### config.mk
export PLATFORM = sky130hd
export DESIGN_NAME = sd_spi_card_init_sequencer
export DESIGN_NICKNAME = d
export VERILOG_FILES = /design/src/sv/sdsi_pkg.sv /design/src/sv/sd_spi_card_init_sequencer.sv
export SDC_FILE = /design/constraint.sdc
export NUM_CORES = 1
export LEC_CHECK = 0
export BUFFER_PORTS_ARGS = -buffer_cell sky130_fd_sc_hd__clkbuf_2
export CAP_MARGIN = 40
export CORE_UTILIZATION = 50
export CTS_CLUSTER_DIAMETER = 100
export DETAILED_ROUTE_END_ITERATION = 7
export PLACE_DENSITY = 0.72
export SYNTH_ARGS = -nofsm -noshare
export SYNTH_HDL_FRONTEND = slang
export SYNTH_SLANG_ARGS = --single-unit
### constraint.sdc
create_clock -name clk -period 9.3 [get_ports clk]
set_input_delay 0.465 -clock clk [delete_from_list [all_inputs] [get_ports clk]]
set_output_delay 0.465 -clock clk [all_outputs]
set_load 0.05 [all_outputs]
### src/sv/sdsi_pkg.sv
package sdsi_pkg;

  typedef enum logic [2:0] {
    PH_IDLE, PH_CLOCKS, PH_SELECT, PH_FRAME, PH_RESP, PH_DATA, PH_RELEASE
  } phase_t;

  typedef enum logic [2:0] {
    C_CMD0, C_CMD8, C_HCS, C_CMD58, C_PROBE, C_SD1, C_CMD1, C_CMD16
  } ctx_t;

  typedef enum logic [2:0] {
    KIND_NONE = 3'd0, KIND_MMC = 3'd1, KIND_SD1 = 3'd2, KIND_SD2 = 3'd3, KIND_SDHC = 3'd4
  } kind_t;

  localparam logic       OP_START    = 1'b0;
  localparam int         IDLE_BYTES  = 10;
  localparam logic [7:0] BYTE_IDLE   = 8'hFF;
  localparam logic [5:0] IDX_CMD0    = 6'd0;
  localparam logic [5:0] IDX_CMD1    = 6'd1;
  localparam logic [5:0] IDX_CMD8    = 6'd8;
  localparam logic [5:0] IDX_CMD16   = 6'd16;
  localparam logic [5:0] IDX_ACMD41  = 6'd41;
  localparam logic [5:0] IDX_CMD55   = 6'd55;
  localparam logic [5:0] IDX_CMD58   = 6'd58;

  // CRC7 over the five leading frame bytes, returned as the closing byte.
  function automatic logic [7:0] crc7_byte(input logic [39:0] bits);
    logic [6:0] crc;
    logic       fb;
    crc = '0;
    for (int i = 39; i >= 0; i--) begin
      fb  = bits[i] ^ crc[6];
      crc = {crc[5:0], 1'b0} ^ (fb ? 7'h09 : 7'h00);
    end
    return {crc, 1'b1};
  endfunction

endpackage

### src/sv/sd_spi_card_init_sequencer.sv
// SD/MMC card initialisation sequencer for SPI mode (host side).
// The input channel carries one transfer per byte event: op = 0 starts the
// initialisation, op = 1 reports that a byte exchange completed, with the
// byte received in rx_byte. Each accepted input produces exactly one result
// transfer: the next byte to clock out with chip select level, fast clock
// flag, pause request, and at the end done_res with the card kind.
// The sequence is ten idle bytes, a ready poll, CMD0, CMD8, ACMD41 (with
// CMD55 prefix) or CMD1 polling, CMD58 and CMD16 as the card requires.
// A result appears in the output register on the cycle after its input
// transfer. One input can be accepted every cycle while in_stall is low;
// the limit is the single state update and result register.
// When the receiver stalls, the result is held and in_stall is raised only
// while the output register is full and stalled, so no result is lost.
// Reset (rst_n low, synchronous) returns to idle, clears the poll counters
// and the card kind, and loads retry_limit with its default of 50000.
// The frame and OCR stores need no reset as they are written before use.
module sd_spi_card_init_sequencer #(
  parameter int RESPONSE_TRIES = 10,
  parameter int BLOCK_LENGTH   = 512
) (
  input  logic        clk,
  input  logic        rst_n,
  input  logic        cfg_we,
  input  logic [15:0] cfg_retry_limit,
  input  logic        in_valid,
  output logic        in_stall,
  input  logic        in_op,
  input  logic [7:0]  in_rx_byte,
  output logic        out_valid,
  input  logic        out_stall,
  output logic [7:0]  out_tx_byte,
  output logic        out_cs_high,
  output logic        out_fast_rate,
  output logic        out_pause_first,
  output logic        out_done_res,
  output logic [2:0]  out_card_kind
);
  import sdsi_pkg::*;

  localparam int RW = (RESPONSE_TRIES > 1) ? $clog2(RESPONSE_TRIES + 1) : 1;
  localparam int CW = (RW > 4) ? RW : 4;

  logic [15:0] retry_r;
  phase_t      phase_r, phase_nxt;
  ctx_t        ctx_r, ctx_nxt;
  logic [7:0]  frame_r [6];
  logic [7:0]  frame_nxt [6];
  logic        frame_we;
  logic [2:0]  idx_r, idx_nxt;
  logic [15:0] poll_r, poll_nxt;
  logic [CW-1:0] resp_r, resp_nxt;
  logic [7:0]  ocr_r [4];
  logic [2:0]  kind_r, kind_nxt;
  logic        pre_r, pre_nxt;
  logic        fast_r, fast_nxt;

  logic        acc;
  logic [15:0] lim;
  logic [15:0] poll_inc;
  logic [CW-1:0] resp_inc;
  logic [7:0]  o_tx;
  logic        o_cs, o_pause, o_done;

  // Output register.
  logic        ov_r;
  logic [7:0]  tx_r;
  logic        cs_r, fr_r, pa_r, dn_r;
  logic [2:0]  ck_r;

  assign in_stall = ov_r & out_stall;
  assign acc      = in_valid & ~in_stall;
  assign lim      = (retry_r == 16'd0) ? 16'd1 : retry_r;
  assign poll_inc = poll_r + 16'd1;
  assign resp_inc = resp_r + CW'(1);

  always_comb begin
    logic [5:0]  code;
    logic [31:0] arg;
    logic        bld;
    ctx_t        which;
    logic        begin_c;
    logic        bpause;
    logic        main_f;
    logic [7:0]  res;
    logic        handled;

    phase_nxt = phase_r;
    ctx_nxt   = ctx_r;
    idx_nxt   = idx_r;
    poll_nxt  = poll_r;
    resp_nxt  = resp_r;
    kind_nxt  = kind_r;
    pre_nxt   = pre_r;
    fast_nxt  = fast_r;
    o_tx = BYTE_IDLE; o_cs = 1'b1; o_pause = 1'b0; o_done = 1'b0;
    begin_c = 1'b0; bpause = 1'b0; which = ctx_r; main_f = 1'b0;
    res = in_rx_byte; handled = 1'b0;
    code = IDX_CMD0; arg = '0; bld = 1'b0;

    if (in_op == OP_START) begin
      kind_nxt = KIND_NONE; fast_nxt = 1'b0; pre_nxt = 1'b0;
      resp_nxt = '0; phase_nxt = PH_CLOCKS;
    end else begin
      unique case (phase_r)
        PH_CLOCKS: begin
          resp_nxt = resp_inc;
          if (resp_inc < CW'(IDLE_BYTES)) begin
            o_cs = 1'b1;
          end else begin
            phase_nxt = PH_SELECT; poll_nxt = '0; o_cs = 1'b0;
          end
        end
        PH_SELECT: begin
          if (res == BYTE_IDLE) begin
            begin_c = 1'b1; which = C_CMD0;
          end else begin
            poll_nxt = poll_inc;
            if (poll_inc < lim) begin
              o_cs = 1'b0; o_pause = 1'b1;
            end else begin
              phase_nxt = PH_RELEASE; o_pause = 1'b1;
            end
          end
        end
        PH_FRAME: begin
          idx_nxt = idx_r + 3'd1;
          o_cs = 1'b0;
          if (idx_r < 3'd5) begin
            o_tx = frame_r[idx_r + 3'd1];
          end else begin
            phase_nxt = PH_RESP; resp_nxt = '0;
          end
        end
        PH_RESP: begin
          resp_nxt = resp_inc;
          o_cs = 1'b0;
          if (res != BYTE_IDLE || resp_inc >= CW'(RESPONSE_TRIES)) begin
            if (pre_r) begin
              pre_nxt = 1'b0;
              if (res <= 8'd1) begin
                main_f = 1'b1; handled = 1'b1;
              end
            end
            if (!handled) begin
              unique case (ctx_r)
                C_CMD0: begin
                  if (res <= 8'd1) begin
                    fast_nxt = 1'b1; begin_c = 1'b1; which = C_CMD8;
                  end else phase_nxt = PH_RELEASE;
                end
                C_CMD8: begin
                  if (res <= 8'd1) begin
                    phase_nxt = PH_DATA; idx_nxt = '0;
                  end else begin
                    begin_c = 1'b1; which = C_PROBE;
                  end
                end
                C_CMD58: begin
                  if (res == 8'd0) begin
                    phase_nxt = PH_DATA; idx_nxt = '0;
                  end else phase_nxt = PH_RELEASE;
                end
                C_PROBE: begin
                  poll_nxt = '0; begin_c = 1'b1;
                  which = (res <= 8'd1) ? C_SD1 : C_CMD1;
                end
                C_HCS, C_SD1, C_CMD1: begin
                  if (res == 8'd1) begin
                    poll_nxt = poll_inc;
                    if (poll_inc < lim) begin
                      begin_c = 1'b1; which = ctx_r; bpause = 1'b1;
                    end else begin
                      phase_nxt = PH_RELEASE; o_pause = 1'b1;
                    end
                  end else if (res == 8'd0) begin
                    begin_c = 1'b1;
                    if (ctx_r == C_HCS) which = C_CMD58;
                    else begin
                      which = C_CMD16;
                      kind_nxt = (ctx_r == C_SD1) ? KIND_SD1 : KIND_MMC;
                    end
                  end else phase_nxt = PH_RELEASE;
                end
                default: phase_nxt = PH_RELEASE;
              endcase
            end
          end
        end
        PH_DATA: begin
          idx_nxt = idx_r + 3'd1;
          o_cs = 1'b0;
          if (idx_r >= 3'd3) begin
            if (ctx_r == C_CMD8) begin
              if (ocr_r[2] == 8'h01 && res == 8'hAA) begin
                poll_nxt = '0; begin_c = 1'b1; which = C_HCS;
              end else begin
                phase_nxt = PH_RELEASE; o_cs = 1'b1;
              end
            end else if (ocr_r[0][6]) begin
              kind_nxt = KIND_SDHC; phase_nxt = PH_RELEASE; o_cs = 1'b1;
            end else begin
              kind_nxt = KIND_SD2; begin_c = 1'b1; which = C_CMD16;
            end
          end
        end
        default: begin
          phase_nxt = PH_IDLE; o_done = 1'b1;
        end
      endcase
      if (phase_nxt == PH_RELEASE && phase_r != PH_RELEASE) o_cs = 1'b1;
    end

    if (begin_c) begin
      ctx_nxt = which;
      if (which == C_HCS || which == C_PROBE || which == C_SD1) begin
        pre_nxt = 1'b1; code = IDX_CMD55; arg = '0; bld = 1'b1;
      end else begin
        pre_nxt = 1'b0; main_f = 1'b1;
      end
    end
    if (main_f) begin
      bld = 1'b1;
      unique case (begin_c ? which : ctx_r)
        C_CMD0:  begin code = IDX_CMD0;   arg = '0; end
        C_CMD8:  begin code = IDX_CMD8;   arg = 32'h1AA; end
        C_HCS:   begin code = IDX_ACMD41; arg = 32'h4000_0000; end
        C_CMD58: begin code = IDX_CMD58;  arg = '0; end
        C_PROBE, C_SD1: begin code = IDX_ACMD41; arg = '0; end
        C_CMD1:  begin code = IDX_CMD1;   arg = '0; end
        default: begin code = IDX_CMD16;  arg = 32'(BLOCK_LENGTH); end
      endcase
    end
    frame_we = bld;
    frame_nxt[0] = {2'b01, code};
    frame_nxt[1] = arg[31:24];
    frame_nxt[2] = arg[23:16];
    frame_nxt[3] = arg[15:8];
    frame_nxt[4] = arg[7:0];
    frame_nxt[5] = crc7_byte({2'b01, code, arg});
    if (bld) begin
      phase_nxt = PH_FRAME; idx_nxt = '0;
      o_tx = {2'b01, code}; o_cs = 1'b0; o_pause = bpause;
    end
  end

  always_ff @(posedge clk) begin
    if (!rst_n) begin
      retry_r <= 16'd50000;
      phase_r <= PH_IDLE;
      ctx_r   <= C_CMD0;
      idx_r   <= '0;
      poll_r  <= '0;
      resp_r  <= '0;
      kind_r  <= KIND_NONE;
      pre_r   <= 1'b0;
      fast_r  <= 1'b0;
      ov_r    <= 1'b0;
    end else begin
      if (cfg_we) retry_r <= cfg_retry_limit;
      if (acc) begin
        phase_r <= phase_nxt;
        ctx_r   <= ctx_nxt;
        idx_r   <= idx_nxt;
        poll_r  <= poll_nxt;
        resp_r  <= resp_nxt;
        kind_r  <= kind_nxt;
        pre_r   <= pre_nxt;
        fast_r  <= fast_nxt;
        ov_r    <= 1'b1;
      end else if (!out_stall) begin
        ov_r <= 1'b0;
      end
    end
  end

  always_ff @(posedge clk) begin
    if (acc) begin
      if (frame_we) begin
        for (int i = 0; i < 6; i++) frame_r[i] <= frame_nxt[i];
      end
      if (in_op != OP_START && phase_r == PH_DATA) ocr_r[idx_r[1:0]] <= in_rx_byte;
      tx_r <= o_tx;
      cs_r <= o_cs;
      fr_r <= fast_nxt;
      pa_r <= o_pause;
      dn_r <= o_done;
      ck_r <= o_done ? kind_r : KIND_NONE;
    end
  end

  assign out_valid       = ov_r;
  assign out_tx_byte     = tx_r;
  assign out_cs_high     = cs_r;
  assign out_fast_rate   = fr_r;
  assign out_pause_first = pa_r;
  assign out_done_res    = dn_r;
  assign out_card_kind   = ck_r;

  a_one_result: assert property (@(posedge clk) disable iff (!rst_n)
    acc |=> out_valid) else $error("accepted transfer gave no result");
  a_hold: assert property (@(posedge clk) disable iff (!rst_n)
    out_valid && out_stall |=> out_valid && $stable(out_tx_byte))
    else $error("stalled result changed");
  a_kind_done: assert property (@(posedge clk) disable iff (!rst_n)
    out_valid && !out_done_res |-> out_card_kind == 3'd0)
    else $error("card kind outside done result");
  a_done_cs: assert property (@(posedge clk) disable iff (!rst_n)
    out_valid && out_done_res |-> out_cs_high) else $error("done with card selected");
endmodule
==> results.json, run 1 <==
{
  "grt_max_degree": 52,
  "path_depth": 17,
  "crit_top_cell": "and3_1",
  "fillers": 997,
  "min_path_type": "input port to flip-flop",
  "vias": 4964,
  "synth_seq_cells": 91,
  "cp_top_family": "simple AND/OR/NAND/NOR gates",
  "dpl_cell_area_um2": 6060,
  "rr_worst_depth": 17,
  "final-setup-viol-count": 0,
  "p_leak_nw": 2.510,
  "cts_setup_buffers": 0,
  "firstDrtPassIters": 5,
  "timing.setup.tns_ns": 0,
  "hpwl_mm": 11.23,
  "synthArstFlopShare_pct": 0,
  "n_antenna_cell": 0,
  "drt_iter0_markers": 455,
  "wirelength_mm": 14.96,
  "via_per_inst": 6.182,
  "crit_slowest_cell": "dfxtp_1",
  "slew_headroom_pct": 41.65,
  "path_cells": "and3_1 -> and3_1 -> and3_1 -> and3_1 -> nand3_1 -> nor2_1 -> xor2_1 -> ha_1 -> a21oi_1 -> o21ai_0 -> a2111oi_2 -> o21ai_1 -> and3_4 -> nor2_4 -> nor2_2 -> nor2_1 -> buf_4",
  "worst_setup_path_start_kind": "flip-flop",
  "fin_area_um2": 6340,
  "core_um2": 11030,
  "worst-path-buf-inv": 1,
  "cap_violations": 0,
  "yosysWarnings": 0,
  "cts_buffers": 9,
  "period_needed_ns": 4.881,
  "grt_pass1_wl_mm": 23.98,
  "dp.cells": 787,
  "ioPinCount": 47,
  "reg2reg_slack_ns": 4.42,
  "cts.clk_slew.worst_paths_ns": 0.07,
  "drc": 0,
  "netlist_instances": 628,
  "critPathCaptureType": "flip-flop",
  "io_buffers": 46,
  "holdBufCountCts": 0,
  "synth_edf_count": 40,
  "yosys.area.top_type": "edfxtp_1",
  "clk_path_buf_depth": 2,
  "grt.overflow.total": 0,
  "yosysSeqAreaShare_pct": 38.53,
  "hold_path_depth": 3,
  "cts_root_buf": "clkbuf_16",
  "fp.dieArea_um2": 11970,
  "antenna_found_initial": 0,
  "synth.area.top_cells": "edfxtp_1 21%, dfxtp_1 18%, ha_1 5.0%",
  "drive_gt1_share_pct": 15.08,
  "syn_area_per_cell_um2": 9.183,
  "gp_congestion": 1.001,
  "syn2layout_area_growth_pct": 9.937,
  "post-place-ws_ns": 4.439,
  "die_h_um": 109.4,
  "fin_crit_sh_pct": 52.48,
  "cp_slowest_stage_delay_ns": 0.41,
  "final_max_slew_viol_count": 0,
  "cts_resized": 0,
  "wire_per_inst_um": 18.63,
  "grt_usage_pct": 26.37,
  "final_nets": 711,
  "ir_drop_mv": 0.1185,
  "fmax_ghz": 0.2049,
  "cts.sink_count": 91,
  "start_util_pct": 52.28,
  "first_global_vias": 4758,
  "cp.arrival_ns": 4.93,
  "fp.dieW_um": 109.4,
  "synth.top_cell.area_share_pct": 20.83,
  "synthDistinctLibCells": 90,
  "run_status": "finished clean",
  "grt_setup_unrepaired": "no",
  "fin_ws_ns": 4.419,
  "final_cells": 803,
  "crit_required_ns": 9.35,
  "fp-row-count": 38,
  "clock_skew_ns": 0.005659,
  "hold_ws_ns": 0.3303,
  "ys.flop_type": "dfxtp_1",
  "cts_tree": "yes",
  "powerDensity_nw_per_um2": 133.3,
  "worst_pin_slew_ns": 0.8753,
  "clkLatencyLatePin_ns": 0.35,
  "worst-path-max-fanout": 11,
  "hold_viol": 0,
  "h-tree-depth": 3,
  "syn-cell-area_um2": 5767,
  "synth_fp_nets": 681,
  "drtAntennaViolNets": 0,
  "path_class": "flip-flop to flip-flop"
}
[placed cells by master, fill, tap and decap left out, types with 21 or more instances in the layout]
master	synthesis	routed
nor2_1	36	36
nor2b_1	31	31
nand2_1	52	52
dfxtp_1	51	51
mux2i_1	21	21
ha_1	23	23
inv_1	30	30
a21oi_1	38	38
o21ai_0	30	30
edfxtp_1	40	40
clkbuf_2	1	46
[sequential cells by signal, summed over array words and instances, names as in the netlist, 3 cells and up]
register,cells
frame_r,16
poll_r,16
retry_r,16
ocr_r,9
out_tx_byte,8
resp_r,4
ctx_r,3
idx_r,3
kind_r,3
out_card_kind,3
phase_r,3
[power by group]
| group | total (mW) | internal [mW] | switching [mW] |
|---|---|---|---|
| Sequential | 0.431 | 0.423 | 0.00754 |
| Clock | 0.348 | 0.188 | 0.160 |
| Combinational | 0.0661 | 0.0227 | 0.0434 |
[cell usage after synthesis, types with 4 or more instances]
| cell type | number |
|---|---|
| inv_1 | 30 |
| xnor2_1 | 5 |
| a21o_1 | 6 |
| edfxtp_1 | 40 |
| and3b_1 | 9 |
| mux2i_1 | 21 |
| nor2b_1 | 31 |
| o21a_1 | 5 |
| ha_1 | 23 |
| a31oi_1 | 7 |
| buf_2 | 5 |
| o21ai_0 | 30 |
| nand4_1 | 9 |
| and2_1 | 9 |
| o211ai_1 | 18 |
| a21boi_0 | 7 |
| a211oi_1 | 4 |
| o21ai_2 | 5 |
| nor2_1 | 36 |
| nand3_1 | 16 |
| dfxtp_1 | 51 |
| nand2b_1 | 6 |
| a21oi_1 | 38 |
| nand2_1 | 52 |
| a32oi_1 | 4 |
| nor3_1 | 6 |
| clkbuf_1 | 21 |
| and3_1 | 13 |
| o21ai_1 | 7 |
| xor2_1 | 13 |
| nor4_1 | 10 |
[metrics by stage]
stage | power [mW] | util (%)
final | 0.8451 | 57.48
after global routing | 0.8747 | 57.48
after CTS | 0.8512 | 57.48
after detailed placement | 0.5055 | 54.93
after global placement | 0.5034 | 54.76
after floorplan | 0.4813 | -
[routing by layer]
layer | wire, um | vias up | track usage, %
met1 | 6768 | 2367 | 35.65
met3 | 873 | 28 | 4.564
met4 | 350 | 0 | 9.810
met2 | 6967 | 179 | 42.09
li1 | - | 2390 | -
met5 | 0 | - | 0
[worst register-to-register path, cell delays in order (launching register included)]
cell       delay [ns]
dfxtp_1          0.41
and3_1           0.26
and3_1           0.25
and3_1           0.25
and3_1           0.25
nand3_1          0.22
nor2_1           0.20
xor2_1           0.24
ha_1             0.30
a21oi_1          0.19
o21ai_0          0.17
a2111oi_2        0.34
o21ai_1          0.15
and3_4           0.21
nor2_4           0.27
nor2_2           0.17
nor2_1           0.40
buf_4            0.28
[kinds of logic (layout without fill, tap and decap cells)]
group,count (synthesis),in the layout,synth area share [%]
adders and majority gates,23,23,4.990
AOI/OAI and AO/OA,180,180,21.72
buffers and inverters,62,97,4.491
muxes,23,23,4.101
and+or+nand+nor,230,230,23.15
DFF,91,91,38.53
xor gates and xnor gates,19,19,3.016
[worst paths after layout]
path | start | to
setup / recovery | poll_r[0] | frame_r[3][0]
hold / removal | cfg_retry_limit[6] | retry_r[6]
setup reg to reg | poll_r[0] | frame_r[3][0]
hold reg to reg | kind_r[1] | kind_r[1]
[area by class of cell]
cell class	count	area (um^2)	area share, %
tap	140	175.2	2.763
clock inverter	6	41.29	0.6513
inverter	32	120.1	1.895
clock buffer	10	239.0	3.769
sequential	91	2222	35.05
timing repair buffer	49	256.5	4.046
multi-input combinational	475	3286	51.83
Power figures use the tool's default switching activity.
==> run 2, diff against run 1 <==
==> constraint.sdc (replaced) <==
create_clock -name clk -period 4.7 [get_ports clk]
set_input_delay 0.235 -clock clk [delete_from_list [all_inputs] [get_ports clk]]
set_output_delay 0.235 -clock clk [all_outputs]
set_load 0.05 [all_outputs]
==> results.json, run 2 (synthesis results as in run 1) <==
{
  "grt_setup_unrepaired": "yes",
  "final-setup-viol-count": 0,
  "firstDrtPassIters": 5,
  "n_antenna_cell": 0,
  "worst_setup_path_start_kind": "flip-flop",
  "h-tree-depth": 3,
  "hold_ws_ns": 0.09609,
  "die_h_um": 109.4,
  "slew_headroom_pct": 46.88,
  "swShare_pct": 24.67,
  "clock_skew_ns": 0.009915,
  "cts.sink_count": 91,
  "reg.largest.list": "frame_r: 16 flops, poll_r: 16 flops, retry_r: 16 flops",
  "grt_pass1_wl_mm": 23.78,
  "fp-row-count": 38,
  "multi_input_area_um2": 3322,
  "via_per_inst": 6.193,
  "wirelength_mm": 15.14,
  "cap_violations": 0,
  "grt_usage_pct": 26.39,
  "reg2reg_slack_ns": 0.23,
  "drtAntennaViolNets": 0,
  "core_um2": 11030,
  "period_needed_ns": 4.469,
  "critPathCaptureType": "flip-flop",
  "cp.arrival_ns": 4.58,
  "start_util_pct": 52.28,
  "p_leak_nw": 2.547,
  "run_status": "finished clean",
  "hold_viol": 0,
  "syn2layout_area_growth_pct": 11.93,
  "cts_resized": 0,
  "regArea_um2": 2222,
  "cts_tree": "yes",
  "cts_setup_buffers": 0,
  "hold_path_depth": 3,
  "powerDensity_nw_per_um2": 265.6,
  "io_buffers": 46,
  "worst-path-max-fanout": 6,
  "seq_power_share_pct": 49.7,
  "cts.clk_slew.worst_paths_ns": 0.07,
  "path_class": "flip-flop to flip-flop",
  "pwr-share-comb_pct": 7.8,
  "first_global_vias": 4548,
  "crit_top_cell": "and3_1",
  "worst-path-buf-inv": 0,
  "clkLatencyLatePin_ns": 0.36,
  "most-common-layout-cells": "51 x nand2_1, 51 x dfxtp_1, 46 x clkbuf_2, 40 x edfxtp_1, 38 x a21oi_1",
  "fin_area_um2": 6455,
  "cp_slowest_stage_delay_ns": 0.39,
  "internal_power_mw": 1.291,
  "path_cells": "ha_2 -> and3_2 -> and3_1 -> and3_1 -> and3_2 -> xor2_1 -> ha_1 -> and3_1 -> a221o_1 -> a2111oi_2 -> o21ai_1 -> and3_4 -> nor2_4 -> mux2i_2 -> o21ai_0 -> a21o_1",
  "rr_worst_depth": 16,
  "cts_buffers": 9,
  "final_nets": 716,
  "fp.dieArea_um2": 11970,
  "final_max_slew_viol_count": 0,
  "cts_root_buf": "clkbuf_16",
  "worst_pin_slew_ns": 0.7884,
  "fp.dieW_um": 109.4,
  "final_cells": 808,
  "fin_crit_sh_pct": 95.09,
  "hold_path_end": "retry_r[6]",
  "crit_required_ns": 4.81,
  "fillers": 950,
  "drt_iter0_markers": 392,
  "clk_path_buf_depth": 2,
  "dpl_cell_area_um2": 6122,
  "vias": 5004,
  "timing.setup.tns_ns": 0,
  "drive_gt1_share_pct": 17.22,
  "wire_per_inst_um": 18.73,
  "drc": 0,
  "fin_ws_ns": 0.2309,
  "cp_top_family": "simple AND/OR/NAND/NOR gates",
  "ioPinCount": 47,
  "regToRegStartpoint": "poll_r[0]",
  "min_from": "cfg_retry_limit[6]",
  "min_path_type": "input port to flip-flop",
  "p_clk_share_pct": 42.5,
  "reg2reg_to": "frame_r[5][4]",
  "dp.cells": 792,
  "post-place-ws_ns": 0.07683,
  "crit_slowest_cell": "dfxtp_1",
  "antenna_found_initial": 0,
  "p_sw_uw": 422.8,
  "gp_congestion": 0.9668,
  "grt.overflow.total": 0,
  "holdBufCountCts": 0,
  "ir_drop_mv": 0.2263,
  "grt_max_degree": 36,
  "fmax_ghz": 0.2238,
  "hpwl_mm": 11.08
}
-- run 2: cell count changes in the layout (fill, tap and decap cells not counted), sizes merged --
cell,change
clkinv,-4
clkbuf,+2
inv,+2
buf,+5
-- run 2: per-stage QoR --
stage	utilization (%)	total power [mW]
floorplan	-	0.9524
global placement	55.22	0.9957
detailed placement	55.50	1.001
CTS	58.19	1.722
global route	58.52	1.770
finish	58.52	1.714
-- run 2: metal layers --
layer | wire length [um] | track usage [%] | part of all wire (%)
met1 | 6872 | 36.03 | 45
met2 | 7025 | 41.24 | 46
met4 | 316 | 11.43 | 2.1
met5 | 0 | 0 | 0
met3 | 922 | 4.209 | 6.1
-- run 2: worst register-to-register path: cells and delay by family, from the launching register on --
| kind | cells | cell delay [ns] |
|---|---|---|
| AO/OA/AOI/OAI | 5 | 1.21 |
| XOR/XNOR | 1 | 0.16 |
| adder cells (fa/ha/maj) | 2 | 0.50 |
| flip-flops | 1 | 0.39 |
| multiplexers | 1 | 0.38 |
| AND/OR/NAND/NOR | 7 | 1.57 |
-- run 2: how the worst max path moves through the flow --
| stage | startpoint | endpoint | slack, ns | depth (start not counted) |
|---|---|---|---|---|
| floorplan | poll_r[0] | frame_r[0][0] | 0.11 | 17 |
| global placement | poll_r[0] | out_tx_byte[1] | 0.16 | 16 |
| detailed placement | poll_r[2] | out_tx_byte[1] | 0.08 | 16 |
| CTS | poll_r[2] | out_tx_byte[1] | 0.03 | 16 |
| global route | poll_r[0] | frame_r[5][4] | -0.01 | 16 |
| finish | poll_r[0] | frame_r[5][4] | 0.23 | 16 |
-- run 2: final cells by class --
type                    count  area share (%)
well taps                 140           2.714
inverters                  32           1.861
clock buffers              12           4.148
repair buffers             54           4.943
flip-flops and latches     91           34.43
multi-input cells         475           51.46
clock inverters             4          0.4458
-- run 2: power by group through the flow --
| stage | Combinational [mW] | Sequential (mW) | Clock [mW] |
|---|---|---|---|
| global route | 0.145 | 0.853 | 0.772 |
| global placement | 0.127 | 0.869 | 0 |
| CTS | 0.133 | 0.852 | 0.738 |
| floorplan | 0.0757 | 0.877 | 0 |
| finish | 0.133 | 0.852 | 0.729 |
| detailed placement | 0.132 | 0.869 | 0 |
==> run 3, diff against run 2 <==
--- a/config.mk
+++ b/config.mk
@@ -5,12 +5,13 @@
 export SDC_FILE = /design/constraint.sdc
 export NUM_CORES = 1
 export LEC_CHECK = 0
+export ABC_AREA = 1
 export BUFFER_PORTS_ARGS = -buffer_cell sky130_fd_sc_hd__clkbuf_2
 export CAP_MARGIN = 40
 export CORE_UTILIZATION = 50
 export CTS_CLUSTER_DIAMETER = 100
 export DETAILED_ROUTE_END_ITERATION = 7
-export PLACE_DENSITY = 0.72
+export PLACE_DENSITY = 0.73
 export SYNTH_ARGS = -nofsm -noshare
 export SYNTH_HDL_FRONTEND = slang
 export SYNTH_SLANG_ARGS = --single-unit
==> results.json, run 3 <==
{
  "run_status": "finished clean",
  "clk_path_buf_depth": 2,
  "drtAntennaViolNets": 0,
  "drive_gt1_share_pct": 19.20,
  "ioPinCount": 47,
  "clock_skew_ns": 0.01883,
  "synthArstFlopShare_pct": 0,
  "cap_violations": 0,
  "yosys.area.top_type": "edfxtp_1",
  "fp.dieArea_um2": 11570,
  "fin_crit_sh_pct": 92.69,
  "hold_viol": 0,
  "antenna_found_initial": 0,
  "grt_usage_pct": 25.87,
  "worst_pin_slew_ns": 0.8158,
  "fmax_ghz": 0.2295,
  "final_core_util_pct": 57.63,
  "regArea_um2": 2222,
  "synth_fp_nets": 772,
  "gp_congestion": 0.9669,
  "path_class": "flip-flop to flip-flop",
  "ir_drop_mv": 0.1644,
  "reg.largest.list": "frame_r: 16 flops, poll_r: 16 flops, retry_r: 16 flops",
  "syn2layout_area_growth_pct": 12.10,
  "start_util_pct": 51.41,
  "fp.dieW_um": 107.6,
  "drt_iter0_markers": 340,
  "cts_root_buf": "clkbuf_8",
  "cts_tree": "yes",
  "cts_buffers": 9,
  "n_antenna_cell": 0,
  "cp.arrival_ns": 4.49,
  "powerDensity_nw_per_um2": 259.5,
  "critPathCaptureType": "flip-flop",
  "post-place-ws_ns": 0.1242,
  "final_max_slew_viol_count": 0,
  "yosysWarnings": 0,
  "syn_area_per_cell_um2": 7.751,
  "core_um2": 10840,
  "vias": 5083,
  "die_h_um": 107.6,
  "multi_input_area_um2": 2890,
  "p_leak_nw": 2.752,
  "hpwl_mm": 10.78,
  "clkLatencyLatePin_ns": 0.38,
  "wire_per_inst_um": 15.62,
  "layout_commonest_cell": "nand2_1",
  "drc": 0,
  "firstDrtPassIters": 5,
  "final_nets": 819,
  "synth_edf_count": 40,
  "fp-row-count": 38,
  "first_global_vias": 4828,
  "fin_ws_ns": 0.3434,
  "grt_max_degree": 24,
  "ys.flop_type": "dfxtp_1",
  "grt_pass1_wl_mm": 22.98,
  "final-setup-viol-count": 0,
  "period_needed_ns": 4.357,
  "min_path_type": "input port to flip-flop",
  "slew_headroom_pct": 45.20,
  "cts.clk_slew.worst_paths_ns": 0.10,
  "synthDistinctLibCells": 53,
  "h-tree-depth": 3,
  "most-common-layout-cells": "113 x nand2_1, 96 x inv_1, 73 x nor2_1, 64 x a21oi_1, 51 x dfxtp_1",
  "cts.sink_count": 91,
  "yosys.cell_count.top_type": "nand2_1",
  "synth_common_cells": "113 x nand2_1, 96 x inv_1, 75 x nor2_1",
  "io_buffers": 46,
  "netlist_instances": 719,
  "crit_required_ns": 4.83,
  "worst-path-max-fanout": 8,
  "synth.area.top_cells": "edfxtp_1 22%, dfxtp_1 18%, nand2_1 7.6%",
  "yosysSeqAreaShare_pct": 39.87,
  "synth_seq_cells": 91,
  "grt.overflow.total": 0,
  "synth.top_cell.area_share_pct": 21.55,
  "fillers": 993,
  "worst_setup_path_start_kind": "flip-flop",
  "syn-cell-area_um2": 5573,
  "wirelength_mm": 14.23,
  "via_per_inst": 5.580
}
[run 3: cell families after synthesis]
logic type / synth area share [%]
XOR/XNOR: 2.649
flip-flops: 39.87
buffers and inverters: 9.250
AND/OR/NAND/NOR: 26.11
AO/OA/AOI/OAI: 16.95
adder cells (fa/ha/maj): 5.164
[run 3: metal layers]
| layer | vias to the layer above | GRT usage, % | wire length [um] |
|---|---|---|---|
| met5 | - | 0 | 0 |
| met4 | 0 | 10.08 | 507 |
| met3 | 39 | 4.540 | 947 |
| met2 | 203 | 44.09 | 6864 |
| met1 | 2341 | 32.36 | 5911 |
| li1 | 2500 | - | - |
[run 3: stage by stage]
stage | hold WS, ns | area [um^2] | instances | TNS, ns | power (mW)
3_5_place_dp | 0.4566 | 5979 | 895 | 0 | 1.056
5_1_grt | 0.07000 | 6247 | 911 | -0.1619 | 1.686
6_report | 0.07171 | 6247 | 911 | 0 | 1.621
3_3_place_gp | 0.4540 | 5952 | 894 | 0 | 1.049
4_1_cts | 0.06285 | 6195 | 911 | 0 | 1.632
2_1_floorplan | 0.3339 | 5573 | 719 | 0 | 0.9971
[run 3: timing repair]
item,CTS,global route
setup endpoints to repair,0,45
buffers inserted,0,0
hold buffers,0,0
resized for setup,0,10
[run 3: where the power goes]
part / switching (mW) / total (mW) / leakage, nW / internal, mW
registers: 0.0161 / 0.858 / 0.744 / 0.842
clock network: 0.284 / 0.579 / 0.109 / 0.295
logic: 0.129 / 0.185 / 1.90 / 0.0558
total: 0.429 / 1.62 / 2.75 / 1.19
[run 3: cell type report]
type                       instances  area share [%]
inverter                         121           7.310
clock buffer                      13           2.724
clock inverter                     3          0.7210
tap                              140           2.804
multi-input combinational        492           46.26
timing repair buffer              51           4.606
sequential                        91           35.57
[run 3: worst paths after layout]
check	startpoint	to	slack [ns]	depth (start not counted)
max	poll_r[0]	frame_r[5][3]	0.34	27
max reg2reg	poll_r[0]	frame_r[5][3]	0.34	27
min	cfg_retry_limit[6]	retry_r[6]	0.07	3
min reg2reg	kind_r[1]	kind_r[1]	0.48	2
[run 3: worst max-delay path, stage by stage, from the launching register on]
cell       delay, ns
dfxtp_1         0.39
ha_1            0.21
nand2_1         0.06
nor2_1          0.22
nand3_2         0.17
nor4_4          0.21
nand2_1         0.12
nor3_1          0.19
xor2_1          0.22
ha_1            0.28
nand4_1         0.15
a31oi_1         0.08
a2111oi_2       0.29
nand2_2         0.17
nand2_2         0.11
nand2_1         0.06
nand2_2         0.07
nand2_4         0.06
nand2_8         0.08
nand2_4         0.09
nand2_2         0.08
nand2_4         0.08
nor2_2          0.15
inv_2           0.06
nand2_1         0.14
nand2_1         0.10
o211ai_1        0.17
nor2_1          0.07
